File: config.mk
export PLATFORM = sky130hd
export DESIGN_NAME = three_channel_programmable_timer
export DESIGN_NICKNAME = d
export VERILOG_FILES = /design/src/tcpt_pkg.sv /design/src/tcpt_count.sv /design/src/tcpt_core.sv /design/src/three_channel_programmable_timer.sv
export SDC_FILE = /design/constraint.sdc
export NUM_CORES = 1
export LEC_CHECK = 0
export ABC_AREA = 1
export BUFFER_PORTS_ARGS = -buffer_cell sky130_fd_sc_hd__buf_2
export CORE_MARGIN = 2
export CORE_UTILIZATION = 66
export DETAILED_ROUTE_END_ITERATION = 6
export PLACE_DENSITY_LB_ADDON = 0.3
export SYNTH_ARGS = -nofsm -noshare
export SYNTH_HDL_FRONTEND = slang
export SYNTH_SLANG_ARGS = --single-unit
File: constraint.sdc
create_clock -name clk -period 4.9 [get_ports clk]
set_input_delay 0.245 -clock clk [delete_from_list [all_inputs] [get_ports clk]]
set_output_delay 0.245 -clock clk [all_outputs]
set_load 0.03 [all_outputs]
File: src/tcpt_pkg.sv
`timescale 1ns / 1ps
`default_nettype none
// ----------------------------------------------------------------------------
// tcpt_pkg
// shared types and constants of the three-channel programmable timer
// ----------------------------------------------------------------------------
package tcpt_pkg;

	typedef enum logic [1:0] {
		ACT_READ  = 2'd0,
		ACT_WRITE = 2'd1,
		ACT_TICK  = 2'd2,
		ACT_GATE  = 2'd3
	} tcpt_action_t;

	// bus offsets with a meaning of their own
	localparam logic [2:0] OFF_CTRL_SHARED = 3'd0;
	localparam logic [2:0] OFF_CTRL1_STAT  = 3'd1;

	// control register bit positions
	localparam int CB_SPECIAL  = 0; // t0 internal reset, t1 offset-0 select, t2 prescaler
	localparam int CB_INTCLK   = 1;
	localparam int CB_DUAL     = 2;
	localparam int CB_GATEMODE = 3;
	localparam int CB_LATCHLD  = 4;
	localparam int CB_IRQEN    = 6;
	localparam int CB_OUTEN    = 7;

	localparam int          NUM_TIMERS   = 3;
	localparam logic [7:0]  CTRL0_RESET  = 8'h01;
	localparam logic [15:0] LATCH_RESET  = 16'hffff;
	localparam logic [2:0]  PRESCALE_TOP = 3'd7;

	typedef struct packed {
		tcpt_action_t action;
		logic [2:0]   reg_offset;
		logic [7:0]   write_data;
		logic         internal_tick;
		logic [2:0]   external_ticks;
		logic [2:0]   gate_levels;
	} tcpt_item_t;

	typedef struct packed {
		logic [7:0] read_data;
		logic       irq;
		logic [2:0] timer_outputs;
	} tcpt_result_t;

endpackage
`default_nettype wire

File: src/tcpt_count.sv
`timescale 1ns / 1ps
`default_nettype none
// ----------------------------------------------------------------------------
// tcpt_count
// one count step of a timer counter in 16-bit or dual 8-bit mode
// ----------------------------------------------------------------------------
module tcpt_count (
	input  wire logic [15:0] count,
	input  wire logic [15:0] latch,
	input  wire logic        dual,
	output logic [15:0]      count_next,
	output logic             expired
);

	logic [7:0] lo;
	logic [7:0] hi;

	assign lo = count[7:0];
	assign hi = count[15:8];

	always_comb begin
		expired    = 1'b0;
		count_next = count;
		if (dual) begin
			if (lo == 8'd0) begin
				if (hi == 8'd0) expired = 1'b1;
				else count_next = {hi - 8'd1, latch[7:0]};
			end else begin
				count_next = {hi, lo - 8'd1};
			end
		end else begin
			if (count == 16'd0) expired = 1'b1;
			else count_next = count - 16'd1;
		end
		// timeout reloads from the latch
		if (expired) count_next = latch;
	end

endmodule
`default_nettype wire

File: src/tcpt_core.sv
`timescale 1ns / 1ps
`default_nettype none
// ----------------------------------------------------------------------------
// tcpt_core
// timer register file and the single-pass update for one item
// ----------------------------------------------------------------------------
module tcpt_core (
	input  wire logic              clk,
	input  wire logic              arst_n,
	input  wire logic              step_en,
	input  wire tcpt_pkg::tcpt_item_t item,
	output tcpt_pkg::tcpt_result_t res
);

	logic [2:0][7:0]  ctrl_q, ctrl_d;
	logic [2:0][15:0] latch_q, latch_d;
	logic [2:0][15:0] count_q, count_d;
	logic [2:0][7:0]  cap_q, cap_d;
	logic [7:0]       msb_q, msb_d;
	logic [2:0]       flags_q, flags_d;
	logic [2:0]       outlv_q, outlv_d;
	logic [2:0]       gates_q, gates_d;
	logic [2:0]       presc_q, presc_d;

	logic [2:0][15:0] cnt_next;
	logic [2:0]       cnt_exp;

	for (genvar g = 0; g < tcpt_pkg::NUM_TIMERS; g++) begin : g_cnt
		tcpt_count u_count (
			.count      (count_q[g]),
			.latch      (latch_q[g]),
			.dual       (ctrl_q[g][tcpt_pkg::CB_DUAL]),
			.count_next (cnt_next[g]),
			.expired    (cnt_exp[g])
		);
	end

	always_comb begin
		logic [1:0] tsel;
		logic [7:0] diffs;
		logic       tclk;
		logic       do_count;
		logic       irq_now;
		logic       irq_new;

		ctrl_d  = ctrl_q;
		latch_d = latch_q;
		count_d = count_q;
		cap_d   = cap_q;
		msb_d   = msb_q;
		flags_d = flags_q;
		outlv_d = outlv_q;
		gates_d = gates_q;
		presc_d = presc_q;
		res.read_data = 8'd0;
		tsel     = 2'(item.reg_offset[2:1] - 2'd1);
		diffs    = 8'd0;
		tclk     = 1'b0;
		do_count = 1'b0;

		irq_now = 1'b0;
		for (int t = 0; t < 3; t++)
			if (flags_q[t] && ctrl_q[t][tcpt_pkg::CB_IRQEN]) irq_now = 1'b1;

		case (item.action)
			tcpt_pkg::ACT_READ: begin
				if (item.reg_offset == tcpt_pkg::OFF_CTRL_SHARED) begin
					res.read_data = 8'd0;
				end else if (item.reg_offset == tcpt_pkg::OFF_CTRL1_STAT) begin
					res.read_data = {irq_now, 4'd0, flags_q};
				end else if (!item.reg_offset[0]) begin
					// counter high byte, low byte captured for the next read
					cap_d[tsel]   = count_q[tsel][7:0];
					res.read_data = count_q[tsel][15:8];
				end else begin
					res.read_data = cap_q[tsel];
				end
			end
			tcpt_pkg::ACT_WRITE: begin
				if (item.reg_offset[2:1] == 2'd0) begin
					if (item.reg_offset == tcpt_pkg::OFF_CTRL1_STAT) tsel = 2'd1;
					else if (ctrl_q[1][tcpt_pkg::CB_SPECIAL]) tsel = 2'd0;
					else tsel = 2'd2;
					diffs = item.write_data ^ ctrl_q[tsel];
					ctrl_d[tsel] = item.write_data;
					if (!item.write_data[tcpt_pkg::CB_OUTEN]) outlv_d[tsel] = 1'b0;
					if (tsel == 2'd0 && diffs[tcpt_pkg::CB_SPECIAL]) begin
						if (!item.write_data[tcpt_pkg::CB_SPECIAL]) begin
							count_d = latch_q;
							presc_d = 3'd0;
						end
						flags_d = 3'd0;
						if (diffs[tcpt_pkg::CB_INTCLK]) count_d[0] = latch_q[0];
					end
				end else if (!item.reg_offset[0]) begin
					flags_d[tsel] = 1'b0;
					msb_d         = item.write_data;
				end else begin
					latch_d[tsel] = {msb_q, item.write_data};
					flags_d[tsel] = 1'b0;
					if (!ctrl_q[tsel][tcpt_pkg::CB_LATCHLD]) begin
						count_d[tsel] = {msb_q, item.write_data};
						if (tsel == 2'd2) presc_d = 3'd0;
					end
				end
			end
			tcpt_pkg::ACT_TICK: begin
				if (!ctrl_q[0][tcpt_pkg::CB_SPECIAL]) begin
					for (int t = 0; t < 3; t++) begin
						tclk = ctrl_q[t][tcpt_pkg::CB_INTCLK] ? item.internal_tick
							: item.external_ticks[t];
						do_count = tclk;
						if (tclk && t == 2 && ctrl_q[2][tcpt_pkg::CB_SPECIAL]) begin
							// divide-by-8: one count when the prescaler wraps
							if (presc_q == tcpt_pkg::PRESCALE_TOP) begin
								presc_d = 3'd0;
							end else begin
								presc_d  = presc_q + 3'd1;
								do_count = 1'b0;
							end
						end
						if (do_count) begin
							count_d[t] = cnt_next[t];
							if (cnt_exp[t]) begin
								if (ctrl_q[t][tcpt_pkg::CB_IRQEN]) flags_d[t] = 1'b1;
								if (ctrl_q[t][tcpt_pkg::CB_OUTEN]) outlv_d[t] = ~outlv_q[t];
							end
						end
					end
				end
			end
			tcpt_pkg::ACT_GATE: begin
				for (int t = 0; t < 3; t++) begin
					if (gates_q[t] && !item.gate_levels[t]
						&& !ctrl_q[t][tcpt_pkg::CB_GATEMODE]) begin
						count_d[t] = latch_q[t];
						if (t == 2) presc_d = 3'd0;
					end
				end
				gates_d = item.gate_levels;
			end
			default: begin
				res.read_data = 8'd0;
			end
		endcase

		irq_new = 1'b0;
		for (int t = 0; t < 3; t++) begin
			if (flags_d[t] && ctrl_d[t][tcpt_pkg::CB_IRQEN]) irq_new = 1'b1;
			res.timer_outputs[t] = outlv_d[t] & ctrl_d[t][tcpt_pkg::CB_OUTEN];
		end
		res.irq = irq_new;
	end

	always_ff @(posedge clk or negedge arst_n) begin
		if (!arst_n) begin
			ctrl_q  <= {8'd0, 8'd0, tcpt_pkg::CTRL0_RESET};
			latch_q <= {3{tcpt_pkg::LATCH_RESET}};
			count_q <= {3{tcpt_pkg::LATCH_RESET}};
			cap_q   <= '0;
			msb_q   <= 8'd0;
			flags_q <= 3'd0;
			outlv_q <= 3'd0;
			gates_q <= 3'd0;
			presc_q <= 3'd0;
		end else if (step_en) begin
			ctrl_q  <= ctrl_d;
			latch_q <= latch_d;
			count_q <= count_d;
			cap_q   <= cap_d;
			msb_q   <= msb_d;
			flags_q <= flags_d;
			outlv_q <= outlv_d;
			gates_q <= gates_d;
			presc_q <= presc_d;
		end
	end

	// timer ticks move neither counters nor prescaler while the internal reset bit is held
	a_hold_freezes: assert property (@(posedge clk) disable iff (!arst_n)
		step_en && item.action == tcpt_pkg::ACT_TICK && ctrl_q[0][tcpt_pkg::CB_SPECIAL]
		|=> $stable(count_q) && $stable(presc_q))
		else $error("counter moved while internal reset held");

	// a bus read never changes flags, controls or counters
	a_read_harmless: assert property (@(posedge clk) disable iff (!arst_n)
		step_en && item.action == tcpt_pkg::ACT_READ
		|=> $stable(flags_q) && $stable(ctrl_q) && $stable(count_q))
		else $error("bus read altered timer state");

	// a gate update leaves flags and controls alone
	a_gate_flags: assert property (@(posedge clk) disable iff (!arst_n)
		step_en && item.action == tcpt_pkg::ACT_GATE
		|=> $stable(flags_q) && $stable(ctrl_q))
		else $error("gate update altered flags or controls");

endmodule
`default_nettype wire

File: src/three_channel_programmable_timer.sv
`timescale 1ns / 1ps
`default_nettype none
// ----------------------------------------------------------------------------
// three_channel_programmable_timer
// three 16-bit down counters with bus registers, gate reload and irq
// ----------------------------------------------------------------------------
// usage:
//  - input channel (in_valid/in_ready) carries one item per bus read, bus
//    write, timer clock tick or gate level update, selected by action
//  - output channel (out_valid/out_ready) returns exactly one item per input
//    item: read_data (zero unless a bus read), irq and the timer output pins
//    as they stand after that item
//  - the item is captured in the input register, then the timer state is
//    updated and the result registered once the result register is free
//  - throughput is one item per cycle unless stalled; a single combinational
//    pass over the timer registers between input and result sets this
//  - when the receiver stalls the result register holds; the input register
//    still takes one more item, after which in_ready drops until out_ready
//  - reset (arst_n low) clears both valid bits, sets control 0x01 on timer 0
//    (internal reset held) and 0x00 on the others, latches and counters
//    0xffff, all flags, outputs, gates and the prescaler cleared
// ----------------------------------------------------------------------------
module three_channel_programmable_timer (
	input  wire logic       clk,
	input  wire logic       arst_n,
	input  wire logic       in_valid,
	output logic            in_ready,
	input  wire logic [1:0] action,
	input  wire logic [2:0] reg_offset,
	input  wire logic [7:0] write_data,
	input  wire logic       internal_tick,
	input  wire logic [2:0] external_ticks,
	input  wire logic [2:0] gate_levels,
	output logic            out_valid,
	input  wire logic       out_ready,
	output logic [7:0]      read_data,
	output logic            irq,
	output logic [2:0]      timer_outputs
);

	// input register
	logic                   valid_s1;
	tcpt_pkg::tcpt_item_t   item_s1;
	// result register
	logic                   valid_s2;
	tcpt_pkg::tcpt_result_t res_s2;
	tcpt_pkg::tcpt_result_t res_next;

	logic advance;

	// item moves on when the result register is free or being emptied
	assign advance  = valid_s1 && (!valid_s2 || out_ready);
	assign in_ready = !valid_s1 || advance;

	always_ff @(posedge clk or negedge arst_n) begin
		if (!arst_n) begin
			valid_s1 <= 1'b0;
		end else if (in_ready) begin
			valid_s1 <= in_valid;
		end
	end

	always_ff @(posedge clk) begin
		if (in_valid && in_ready) begin
			item_s1.action         <= tcpt_pkg::tcpt_action_t'(action);
			item_s1.reg_offset     <= reg_offset;
			item_s1.write_data     <= write_data;
			item_s1.internal_tick  <= internal_tick;
			item_s1.external_ticks <= external_ticks;
			item_s1.gate_levels    <= gate_levels;
		end
	end

	tcpt_core u_core (
		.clk     (clk),
		.arst_n  (arst_n),
		.step_en (advance),
		.item    (item_s1),
		.res     (res_next)
	);

	always_ff @(posedge clk or negedge arst_n) begin
		if (!arst_n) begin
			valid_s2 <= 1'b0;
		end else if (advance) begin
			valid_s2 <= 1'b1;
		end else if (out_ready) begin
			valid_s2 <= 1'b0;
		end
	end

	always_ff @(posedge clk) begin
		if (advance) res_s2 <= res_next;
	end

	assign out_valid     = valid_s2;
	assign read_data     = res_s2.read_data;
	assign irq           = res_s2.irq;
	assign timer_outputs = res_s2.timer_outputs;

	// back-pressure only when both registers are full and the receiver stalls
	a_ready_cause: assert property (@(posedge clk) disable iff (!arst_n)
		!in_ready |-> valid_s1 && valid_s2 && !out_ready)
		else $error("input stalled without a full pipeline");

	// every advanced item shows up as a result
	a_advance_result: assert property (@(posedge clk) disable iff (!arst_n)
		advance |=> valid_s2)
		else $error("result lost after advance");

	// a waiting item stays in the input register
	a_item_kept: assert property (@(posedge clk) disable iff (!arst_n)
		valid_s1 && !advance |=> valid_s1 && $stable(item_s1))
		else $error("pending item dropped");

endmodule
`default_nettype wire
==> run_results.csv, run 1 <==
group,metric,value,unit
worst_setup_path,rr_endpoint,"u_core.latch_q[42]$_DFFE_PN1P_",
cts,max-clock-path-buffers,2,
power,p_switching,0.00299,W
worst_setup_path,crit_type,"flip-flop to flip-flop",
sta,worstMarginPinSlew,1.10,ns
worst_setup_path,setup.worst_path.start,"item_s1[16]$_DFFE_PP_",
floorplanning,die_h,139,um
finish,nets,1711,
floorplanning,die-area,19400,sq um
sta,setup_slack,1.80,ns
worst_setup_path,cp_num_cells,9,
sta,hold_violations,0,
detailed_routing,wire_per_inst,19.5,um
sta,min_period_over_period,63.3,%
sta,layout_min_cycle_time,3.10,ns
cts,clock-sinks,195,
synth,yosys_warnings,0,
placement,dp_hpwl,26.4,mm
finish,mostFrequentLayoutCells,"nand2_1 (456), inv_1 (203), o21ai_0 (184)",
cts,cts_root_buffer,"clkbuf_16",
worst_setup_path,critPathMostFrequentCell,"buf_4",
worst_setup_path,reg2reg_slack,1.80,ns
cts,cts.clk_slew.worst_paths,0.08,ns
sta,setup_tns,0,ns
detailed_routing,dr.pass1.iters,7,
finish,syn_to_final_growth,9.01,%
placement,place_worst_setup_slack,1.92,ns
sta,rsz0062_at_grt,"no",
synth,synth_seq_area_share,42.8,%
synth,async_reset_ff_share,83.6,%
detailed_routing,via_per_inst,6.17,
power,intPower,0.00397,W
worst_setup_path,rr_startpoint,"item_s1[16]$_DFFE_PP_",
synth,ys.flop_type,"dfstp_2",
power,irDropWorstVdd,0.349,mV
flow_run,cap_violations,0,
sta,setup_violations,0,
floorplanning,coreArea,18000,sq um
grt,grt_max_degree,100,
worst_setup_path,worstPathRequired,5.26,ns
grt,grtUsageTotal,38.8,%
synth,synth-edff-count,32,
worst_setup_path,crit_chain,"buf_4 -> inv_1 -> ha_1 -> buf_4 -> nor2_4 -> inv_2 -> nor3_2 -> nand2_1 -> o21ai_1",
finish,drive_gt1_share,13.9,%
floorplanning,ios,38,
run_status,violations,"DRC",
placement,gp_congestion,1.01,
worst_setup_path,path_buf_inv,4,
detailed_routing,ant_nets,0,
floorplanning,initial_core_util,67.1,%
sta,clock_skew,0.00987,ns
run_status,outcome,"finished, violations left",
power,p_leak,5.98,nW
cts,numCtsBuffers,17,
synth,syn-num-nets,1683,
grt,grt_pass1_vias,10900,
power,p_total,0.00696,W
cts,insertion_delay,0.45,ns
worst_setup_path,cp_slowest_cell,"nand2_1",
power,sw_frac_of_total,43.0,%
detailed_routing,dr_total_vias,11800,
grt,grt-ovfl-total,0,
worst_setup_path,crit_path_max_incr_delay,0.68,ns
worst_setup_path,crit_path_max_fanout,33,
worst_setup_path,worstSetupStartpointType,"flip-flop",
power,pwr-share-comb,40.5,%
synth,synth_cells,1637,
power,power_density,530,nW/um^2
synth,syn_area,12100,sq um
cts,cts_tree,"yes",
floorplanning,rows,49,
worst_setup_path,end_kind,"flip-flop",
grt,grt_pass1_wl,58.7,mm
worst_setup_path,critical_path.top_delay_family,"simple AND/OR/NAND/NOR gates",
finish,final_common_cell,"nand2_1",
synth,synth_seq_cells,195,
synth,synth_cell_types,54,
finish,insertedDiodeCount,0,
worst_setup_path,crit_path_end,"u_core.latch_q[42]$_DFFE_PN1P_",
sta,slew_violations,0,
sta,slew-limit-headroom,26.9,%
sta,max_freq,0.323,GHz
placement,port_buffers,37,
cts,h-tree-depth,4,
detailed_routing,wl,37.2,mm
detailed_routing,drc,1,
power,clockPowerShare,21.2,%
power,seqPwrFrac,38.3,%
synth,synth_area_per_cell,7.36,sq um
worst_hold_path,hp-class,"primary input to flip-flop",
worst_setup_path,arrival,3.46,ns
grt,antenna_found_initial,0,
floorplanning,dieWidth,139,um
worst_setup_path,reg2reg_depth,9,
detailed_routing,drtIter0Drc,1545,
area by class of cell:
class | instances | area [sq um]
Clock buffer | 19 | 433
Sequential cell | 195 | 5160
Fill cell | 1406 | 4820
Tap cell | 229 | 287
Clock inverter | 12 | 173
Inverter | 218 | 821
Timing Repair Buffer | 65 | 449
Multi-Input combinational cell | 1168 | 5820
per-stage QoR:
stage	utilization, %	hold slack, ns	cell area [sq um]	instances
6_report	73.1	0.0181	13100	1906
5_1_grt	73.1	0.00273	13100	1906
4_1_cts	73.1	0.00759	13100	1906
3_5_place_dp	68.7	0.422	12300	1856
3_3_place_gp	68.7	0.421	12300	1856
2_1_floorplan	-	-0.0506	12100	1637
how the worst min path moves through the flow:
| stage | start | end | slack (ns) | depth (start not counted) |
|---|---|---|---|---|
| floorplan | arst_n | out_valid$_DFFE_PN0P_ | -0.05 | 0 |
| global placement | arst_n | u_core.ctrl_q[18]$_DFFE_PN0P_ | 0.42 | 1 |
| detailed placement | arst_n | u_core.ctrl_q[18]$_DFFE_PN0P_ | 0.42 | 1 |
| CTS | in_valid | valid_s1$_DFFE_PN0N_ | 0.008 | 3 |
| global route | reg_offset[1] | item_s1[16]$_DFFE_PP_ | 0.003 | 1 |
| finish | reg_offset[1] | item_s1[16]$_DFFE_PP_ | 0.02 | 1 |
power by group through the flow:
stage	sequential (W)	clock, W	combinational (W)
after detailed placement	0.00267	0	0.00272
after global placement	0.00265	0	0.00266
after floorplan	0.00253	0	0.00205
after global routing	0.00271	0.00153	0.00318
final	0.00267	0.00147	0.00282
after CTS	0.00264	0.00147	0.00276
state kept, by name, indices dropped and copies added, names as in the netlist:
register,cells
irq,1
item_s1,20
out_valid,1
read_data,8
timer_outputs,3
u_core.cap_q,24
u_core.count_q,48
u_core.ctrl_q,21
u_core.flags_q,3
u_core.gates_q,3
u_core.latch_q,48
u_core.msb_q,8
u_core.outlv_q,3
u_core.presc_q,3
valid_s1,1
per-layer routing:
metal	up-vias	track usage [%]	share of wire [%]
met4	0	18.8	5.2
met5	-	0	0
met2	762	60.8	45
met3	132	8.43	11
met1	5447	51.6	38
li1	5415	-	-
cell usage after synthesis (3+ instances only):
| library cell | count | area share [%] |
|---|---|---|
| a21oi_1 | 73 | 3.0 |
| a22oi_1 | 5 | 0.31 |
| a31oi_1 | 4 | 0.21 |
| buf_1 | 3 | 0.093 |
| buf_2 | 14 | 0.58 |
| buf_4 | 7 | 0.44 |
| clkbuf_1 | 30 | 0.93 |
| dfrtp_1 | 66 | 14 |
| dfstp_2 | 97 | 21 |
| edfxtp_1 | 32 | 8.0 |
| ha_1 | 22 | 2.3 |
| inv_1 | 203 | 6.3 |
| inv_2 | 13 | 0.40 |
| mux2_2 | 11 | 1.0 |
| nand2_1 | 456 | 14 |
| nand2_2 | 9 | 0.47 |
| nand2_4 | 3 | 0.28 |
| nand3_1 | 103 | 4.3 |
| nand4_1 | 11 | 0.57 |
| nor2_1 | 108 | 3.4 |
| nor2_2 | 8 | 0.42 |
| nor2_4 | 4 | 0.37 |
| nor3_1 | 5 | 0.21 |
| o211ai_1 | 11 | 0.69 |
| o21ai_0 | 184 | 7.6 |
| o21ai_1 | 60 | 2.5 |
| o21bai_1 | 7 | 0.44 |
| o22ai_1 | 29 | 1.5 |
| o32ai_1 | 4 | 0.29 |
| xor2_1 | 27 | 2.0 |
cell families after synthesis:
kind of cell | count (synthesis) | share of synthesized area [%]
buffers and inverters | 274 | 9.04
AND/OR/NAND/NOR | 717 | 25.3
AO/OA/AOI/OAI | 390 | 17.5
flip-flops | 195 | 42.8
multiplexers | 11 | 1.03
adder cells (fa/ha/maj) | 22 | 2.28
XOR/XNOR | 28 | 2.03
worst reg2reg max path: cells and delay by family, from the launching register on:
kind | cells | cell delay (ns)
AOI/OAI and AO/OA | 1 | 0.41
adders and majority gates | 1 | 0.34
buffers and inverters | 4 | 0.79
DFF | 1 | 0.32
and+or+nand+nor | 3 | 1.14
timing repair:
item                       in CTS  in global routing
hold endpoints to repair       67                  0
hold buffers                   19                  0
gates resized for setup         0                  0
buffers inserted                0                  0
setup endpoints to repair       0                  0
Note: power is estimated with default switching activity, not from simulation.
==> inputs of run 2 (changes only) <==
--- a/config.mk
+++ b/config.mk
@@ -8,7 +8,7 @@
 export ABC_AREA = 1
 export BUFFER_PORTS_ARGS = -buffer_cell sky130_fd_sc_hd__buf_2
 export CORE_MARGIN = 2
-export CORE_UTILIZATION = 66
+export CORE_UTILIZATION = 63
 export DETAILED_ROUTE_END_ITERATION = 6
 export PLACE_DENSITY_LB_ADDON = 0.3
 export SYNTH_ARGS = -nofsm -noshare
==> constraint.sdc (replaced) <==
create_clock -name clk -period 3.1 [get_ports clk]
set_input_delay 0.155 -clock clk [delete_from_list [all_inputs] [get_ports clk]]
set_output_delay 0.155 -clock clk [all_outputs]
set_load 0.03 [all_outputs]
==> run 2 against run 1 <==
The flow still finishes with violations (DRC). Total power increased by 57%. Count of clock-buffer cells in the layout decreased by 2. Register-to-register slack got worse by 1.6 ns. Clock skew increased by 0.0025 ns. Setup slack got worse by 1.6 ns. Via count increased by 0.43%.
==> run_results.csv, run 2 (synthesized netlist as in run 1, its figures left out) <==
group,metric,value,unit
grt,grtUsageTotal,39.1,%
finish,insertedDiodeCount,0,
sta,min_period_over_period,94.0,%
grt,grt_pass1_wl,60.5,mm
power,irDropWorstVdd,0.469,mV
flow_run,cap_violations,0,
cts,insertion_delay,0.45,ns
finish,mostFrequentLayoutCells,"nand2_1 (456), inv_1 (203), o21ai_0 (184)",
detailed_routing,dr.pass1.iters,7,
cts,numCtsBuffers,17,
detailed_routing,via_per_inst,6.12,
placement,dp_hpwl,27.0,mm
worst_hold_path,hp-class,"primary input to flip-flop",
finish,ff_latch_area,5160,sq um
sta,hold_violations,0,
cts,cts_root_buffer,"clkbuf_16",
finish,drive_gt1_share,14.9,%
floorplanning,die-area,20300,sq um
finish,fillCellCount,1532,
sta,slew-limit-headroom,37.1,%
run_status,outcome,"finished, violations left",
finish,syn_to_final_growth,10.2,%
cts,cts.clk_slew.worst_paths,0.08,ns
cts,cts_resized,0,
run_status,violations,"DRC",
finish,nets,1729,
sta,max_freq,0.343,GHz
sta,slew_violations,0,
sta,worstMarginPinSlew,0.944,ns
detailed_routing,ant_nets,0,
detailed_routing,dr_total_vias,11800,
finish,multi_input_area,5820,sq um
detailed_routing,wire_per_inst,19.7,um
worst_hold_path,holdPathStages,4,
detailed_routing,drtIter0Drc,1610,
finish,fin_area,13300,sq um
worst_setup_path,crit_path_max_fanout,13,
sta,layout_min_cycle_time,2.91,ns
finish,final_common_cell,"nand2_1",
floorplanning,ios,38,
placement,gp_congestion,1.03,
grt,grt-ovfl-total,0,
placement,place_worst_setup_slack,0.444,ns
grt,grt_pass1_vias,11100,
power,power_density,823,nW/um^2
worst_setup_path,crit_type,"flip-flop to flip-flop",
placement,dp.cells,1876,
cts,h-tree-depth,4,
grt,grt_max_degree,92,
floorplanning,initial_core_util,64.2,%
cts,clock-sinks,195,
sta,setup_violations,0,
finish,postLayoutCoreUtil,70.8,%
placement,port_buffers,37,
detailed_routing,drc,2,
sta,setup_tns,0,ns
worst_setup_path,arrival,3.12,ns
sta,rsz0062_at_grt,"no",
worst_setup_path,worstSetupStartpointType,"flip-flop",
sta,setup_slack,0.186,ns
worst_setup_path,reg2reg_depth,11,
cts,max-clock-path-buffers,2,
grt,antenna_found_initial,1,
placement,place_area,12500,sq um
floorplanning,rows,50,
worst_setup_path,end_kind,"flip-flop",
floorplanning,dieWidth,142,um
power,p_leak,6.06,nW
finish,layout.cells.non_filler,1930,
worst_setup_path,worstPathRequired,3.30,ns
detailed_routing,wl,38.0,mm
finish,largest_registers,"u_core.count_q (48), u_core.latch_q (48), u_core.cap_q (24)",
cts,cts_tree,"yes",
floorplanning,die_h,142,um
sta,clock_skew,0.0124,ns
floorplanning,coreArea,18800,sq um
-- run 2: changes by cell type in the layout (fill, tap and decap cells not counted) --
cell | previous run | this run
buf_4 | 9 | 23
bufinv_16 | 3 | 0
dlygate4sd3_1 | 19 | 22
inv_8 | 1 | 4
clkbuf_1 | 2 | 0
clkinv_8 | 1 | 3
buf_12 | 0 | 1
clkinv_1 | 2 | 1
clkinv_4 | 0 | 1
clkinvlp_4 | 1 | 2
-- run 2: path summary, 6_finish.rpt --
kind,start,endpoint,slack (ns)
min in group asynchronous,arst_n,u_core.ctrl_q[18]$_DFFE_PN0P_,0.37
min,out_ready,out_valid$_DFFE_PN0P_,0.02
max in group asynchronous,arst_n,u_core.count_q[16]$_DFFE_PN1P_,1.83
max,u_core.count_q[16]$_DFFE_PN1P_,timer_outputs[1]$_DFFE_PP_,0.19
min reg2reg,u_core.latch_q[36]$_DFFE_PN1P_,u_core.latch_q[36]$_DFFE_PN1P_,0.47
max reg2reg,u_core.count_q[16]$_DFFE_PN1P_,timer_outputs[1]$_DFFE_PP_,0.19
-- run 2: critical path, stage by stage, from the launching register on --
cell,delay [ns]
dfstp_2,0.38
inv_1,0.13
ha_1,0.26
nand3_1,0.14
nor2_2,0.21
nand2_1,0.41
inv_1,0.39
nand3_1,0.15
o21ai_0,0.31
nand3_1,0.17
nand2_1,0.09
nor2_1,0.04
-- run 2: final cells by class --
cell class	instances	share of cell area, %
clock buffers	17	3.20
flip-flops and latches	195	38.9
multi-input cells	1168	43.8
repair buffers	83	4.55
well taps	234	2.20
clock inverters	15	1.22
inverters	218	6.18
-- run 2: stage by stage --
| stage | hold WS, ns | total power, W |
|---|---|---|
| after floorplan | -0.141 | 0.00723 |
| after global placement | 0.297 | 0.00845 |
| after global routing | 0.0391 | 0.0117 |
| after CTS | 0.00597 | 0.0108 |
| after detailed placement | 0.300 | 0.00855 |
| final | 0.0238 | 0.0109 |
-- run 2: what timing repair did --
| action | 4_1_cts | 5_1_grt |
|---|---|---|
| buffers inserted | 0 | 0 |
| hold buffers | 22 | 0 |
| hold endpoints to repair | 52 | 0 |
-- run 2: layer usage --
metal,routed length (um),GRT usage [%]
met3,4130,8.51
met2,16800,60.7
met4,1980,18.3
met5,0,0
met1,15100,52.6
-- run 2: power by group --
part           internal, W  switching, W
sequential         0.00354      0.000668
clock              0.00108       0.00115
combinational      0.00147       0.00302
total              0.00609       0.00484
==> inputs of run 3 (changes only) <==
--- a/config.mk
+++ b/config.mk
@@ -8,7 +8,7 @@
 export ABC_AREA = 1
 export BUFFER_PORTS_ARGS = -buffer_cell sky130_fd_sc_hd__buf_2
 export CORE_MARGIN = 2
-export CORE_UTILIZATION = 63
+export CORE_UTILIZATION = 51
 export DETAILED_ROUTE_END_ITERATION = 6
 export PLACE_DENSITY_LB_ADDON = 0.3
 export SYNTH_ARGS = -nofsm -noshare
==> constraint.sdc (replaced) <==
create_clock -name clk -period 2.46 [get_ports clk]
set_input_delay 0.123 -clock clk [delete_from_list [all_inputs] [get_ports clk]]
set_output_delay 0.123 -clock clk [all_outputs]
set_load 0.03 [all_outputs]
==> run 3 against run 2 <==
The run now ends clean. Non-clock buffer count grew 31. Core utilization shrank 12 points. Die area rose by 23%. Global-route usage down 7.6 points. Sequential share of layout area decreased by 1.0 points. Critical path depth decreased by 3. Clock skew up 0.012 ns. Via count fell by 1.6%. First-iteration DRC count fell by 17%. Final cell count rose by 6.0%. Worst hold slack improved by 0.25 ns. Largest cell class unchanged.
==> run_results.csv, run 3 (synthesized netlist as in run 1, its figures left out) <==
group,metric,value,unit
run_status,outcome,"complete, no violations",
grt,grt_max_degree,66,
detailed_routing,wire_per_inst,18.5,um
placement,dp.cells,1991,
worst_setup_path,reg2reg_depth,8,
flow_run,cap_violations,0,
floorplanning,coreArea,23300,sq um
floorplanning,die_h,158,um
finish,mostFrequentLayoutCells,"nand2_1 (456), inv_1 (203), o21ai_0 (184)",
worst_setup_path,crit_type,"flip-flop to flip-flop",
cts,cts_root_buffer,"clkbuf_16",
placement,port_buffers,37,
sta,slew-limit-headroom,55.1,%
power,p_total,0.0140,W
worst_setup_path,worstSetupStartpointType,"flip-flop",
sta,worstMarginPinSlew,0.672,ns
sta,max_freq,0.439,GHz
finish,fillCellCount,2152,
finish,insertedDiodeCount,0,
grt,grtUsageTotal,31.4,%
sta,setup_violations,0,
finish,layout.cells.non_filler,2046,
grt,grt_pass1_vias,10900,
detailed_routing,via_per_inst,5.68,
finish,final_common_cell,"nand2_1",
finish,nets,1760,
sta,slew_violations,0,
grt,grt_pass1_wl,59.8,mm
detailed_routing,wl_met2,17.1,mm
floorplanning,ios,38,
cts,clock-sinks,195,
placement,gp_congestion,0.960,
power,p_leak,6.21,nW
cts,cts.clk_slew.worst_paths,0.08,ns
finish,syn_to_final_growth,13.2,%
worst_setup_path,crit_path_max_fanout,24,
worst_hold_path,hp-class,"primary input to asynchronous set/reset pin",
detailed_routing,route.met3.wl,3.42,mm
floorplanning,initial_core_util,51.7,%
detailed_routing,drc,0,
sta,min_period_over_period,92.6,%
cts,cts_tree,"yes",
grt,grt-ovfl-total,0,
finish,drive_gt1_share,16.3,%
finish,largest_registers,"u_core.count_q (48), u_core.latch_q (48), u_core.cap_q (24)",
placement,place_area,12800,sq um
power,power_density,1030,nW/um^2
cts,numCtsBuffers,17,
floorplanning,die-area,24900,sq um
sta,clock_skew,0.0246,ns
detailed_routing,highest_layer,"met4",
sta,hold_violations,0,
sta,setup_tns,0,ns
detailed_routing,dr_total_vias,11600,
floorplanning,rows,56,
detailed_routing,ant_nets,0,
cts,h-tree-depth,4,
worst_setup_path,arrival,2.60,ns
floorplanning,dieWidth,158,um
placement,dp_hpwl,27.9,mm
detailed_routing,wl,37.9,mm
detailed_routing,drtIter0Drc,1329,
sta,rsz0062_at_grt,"no",
finish,fin_area,13600,sq um
power,irDropWorstVdd,0.477,mV
sta,layout_min_cycle_time,2.28,ns
worst_setup_path,worstPathRequired,2.79,ns
detailed_routing,dr.pass1.iters,6,
cts,max-clock-path-buffers,2,
grt,antenna_found_initial,0,
cts,insertion_delay,0.45,ns
detailed_routing,wl_met1,15.9,mm
worst_setup_path,end_kind,"flip-flop",
run 3: stage by stage:
step	setup WS [ns]	hold WS (ns)	util [%]
floorplan	0.263	-0.173	-
global placement	0.315	0.177	54.9
detailed placement	0.258	0.181	54.9
CTS	0.227	0.299	58.5
global route	0.0252	0.304	58.5
finish	0.183	0.269	58.5
run 3: worst paths after layout:
check                                          startpoint                              to  slack, ns
min in group clk                            internal_tick            item_s1[6]$_DFFE_PP_       0.38
hold / removal                                     arst_n     u_core.msb_q[0]$_DFFE_PN0P_       0.27
setup reg to reg                    item_s1[16]$_DFFE_PP_     u_core.cap_q[8]$_DFFE_PN0P_       0.18
max in group asynchronous                          arst_n  u_core.count_q[45]$_DFFE_PN1P_       1.44
hold reg to reg            u_core.latch_q[41]$_DFFE_PN1P_  u_core.latch_q[41]$_DFFE_PN1P_       0.48
setup / recovery                    item_s1[16]$_DFFE_PP_     u_core.cap_q[8]$_DFFE_PN0P_       0.18
run 3: power breakdown:
part           leakage, nW  internal (W)  switching (W)
clock                0.288       0.00146        0.00142
combinational         3.77       0.00196        0.00379
sequential            2.15       0.00446       0.000907
run 3: per-layer routing:
| metal | global-route usage, % | vias to the layer above |
|---|---|---|
| met2 | 48.6 | 578 |
| li1 | - | 5503 |
| met4 | 14.0 | 0 |
| met5 | 0 | - |
| met3 | 6.65 | 98 |
| met1 | 42.6 | 5440 |
run 3: area by class of cell:
cell class,count,area [sq um],area share (%)
sequential,195,5160,37.8
multi-input combinational,1168,5820,42.6
timing repair buffer,114,852,6.25
inverter,218,821,6.02
clock inverter,14,163,1.19
tap,319,399,2.93
clock buffer,18,429,3.15
run 3: timing repair:
item                       4_1_cts  5_1_grt
hold endpoints to repair        32        0
setup buffers                    0        0
gates resized for setup          0        1
hold buffers                    23        0
setup endpoints to repair        0        3
run 3: worst max-delay path, stage by stage (launching register included):
cell      delay (ns)
edfxtp_1        0.39
inv_1           0.14
ha_1            0.31
inv_4           0.09
buf_4           0.26
a21oi_1         0.12
o21ai_0         0.22
o21ai_0         0.28
mux2_2          0.33
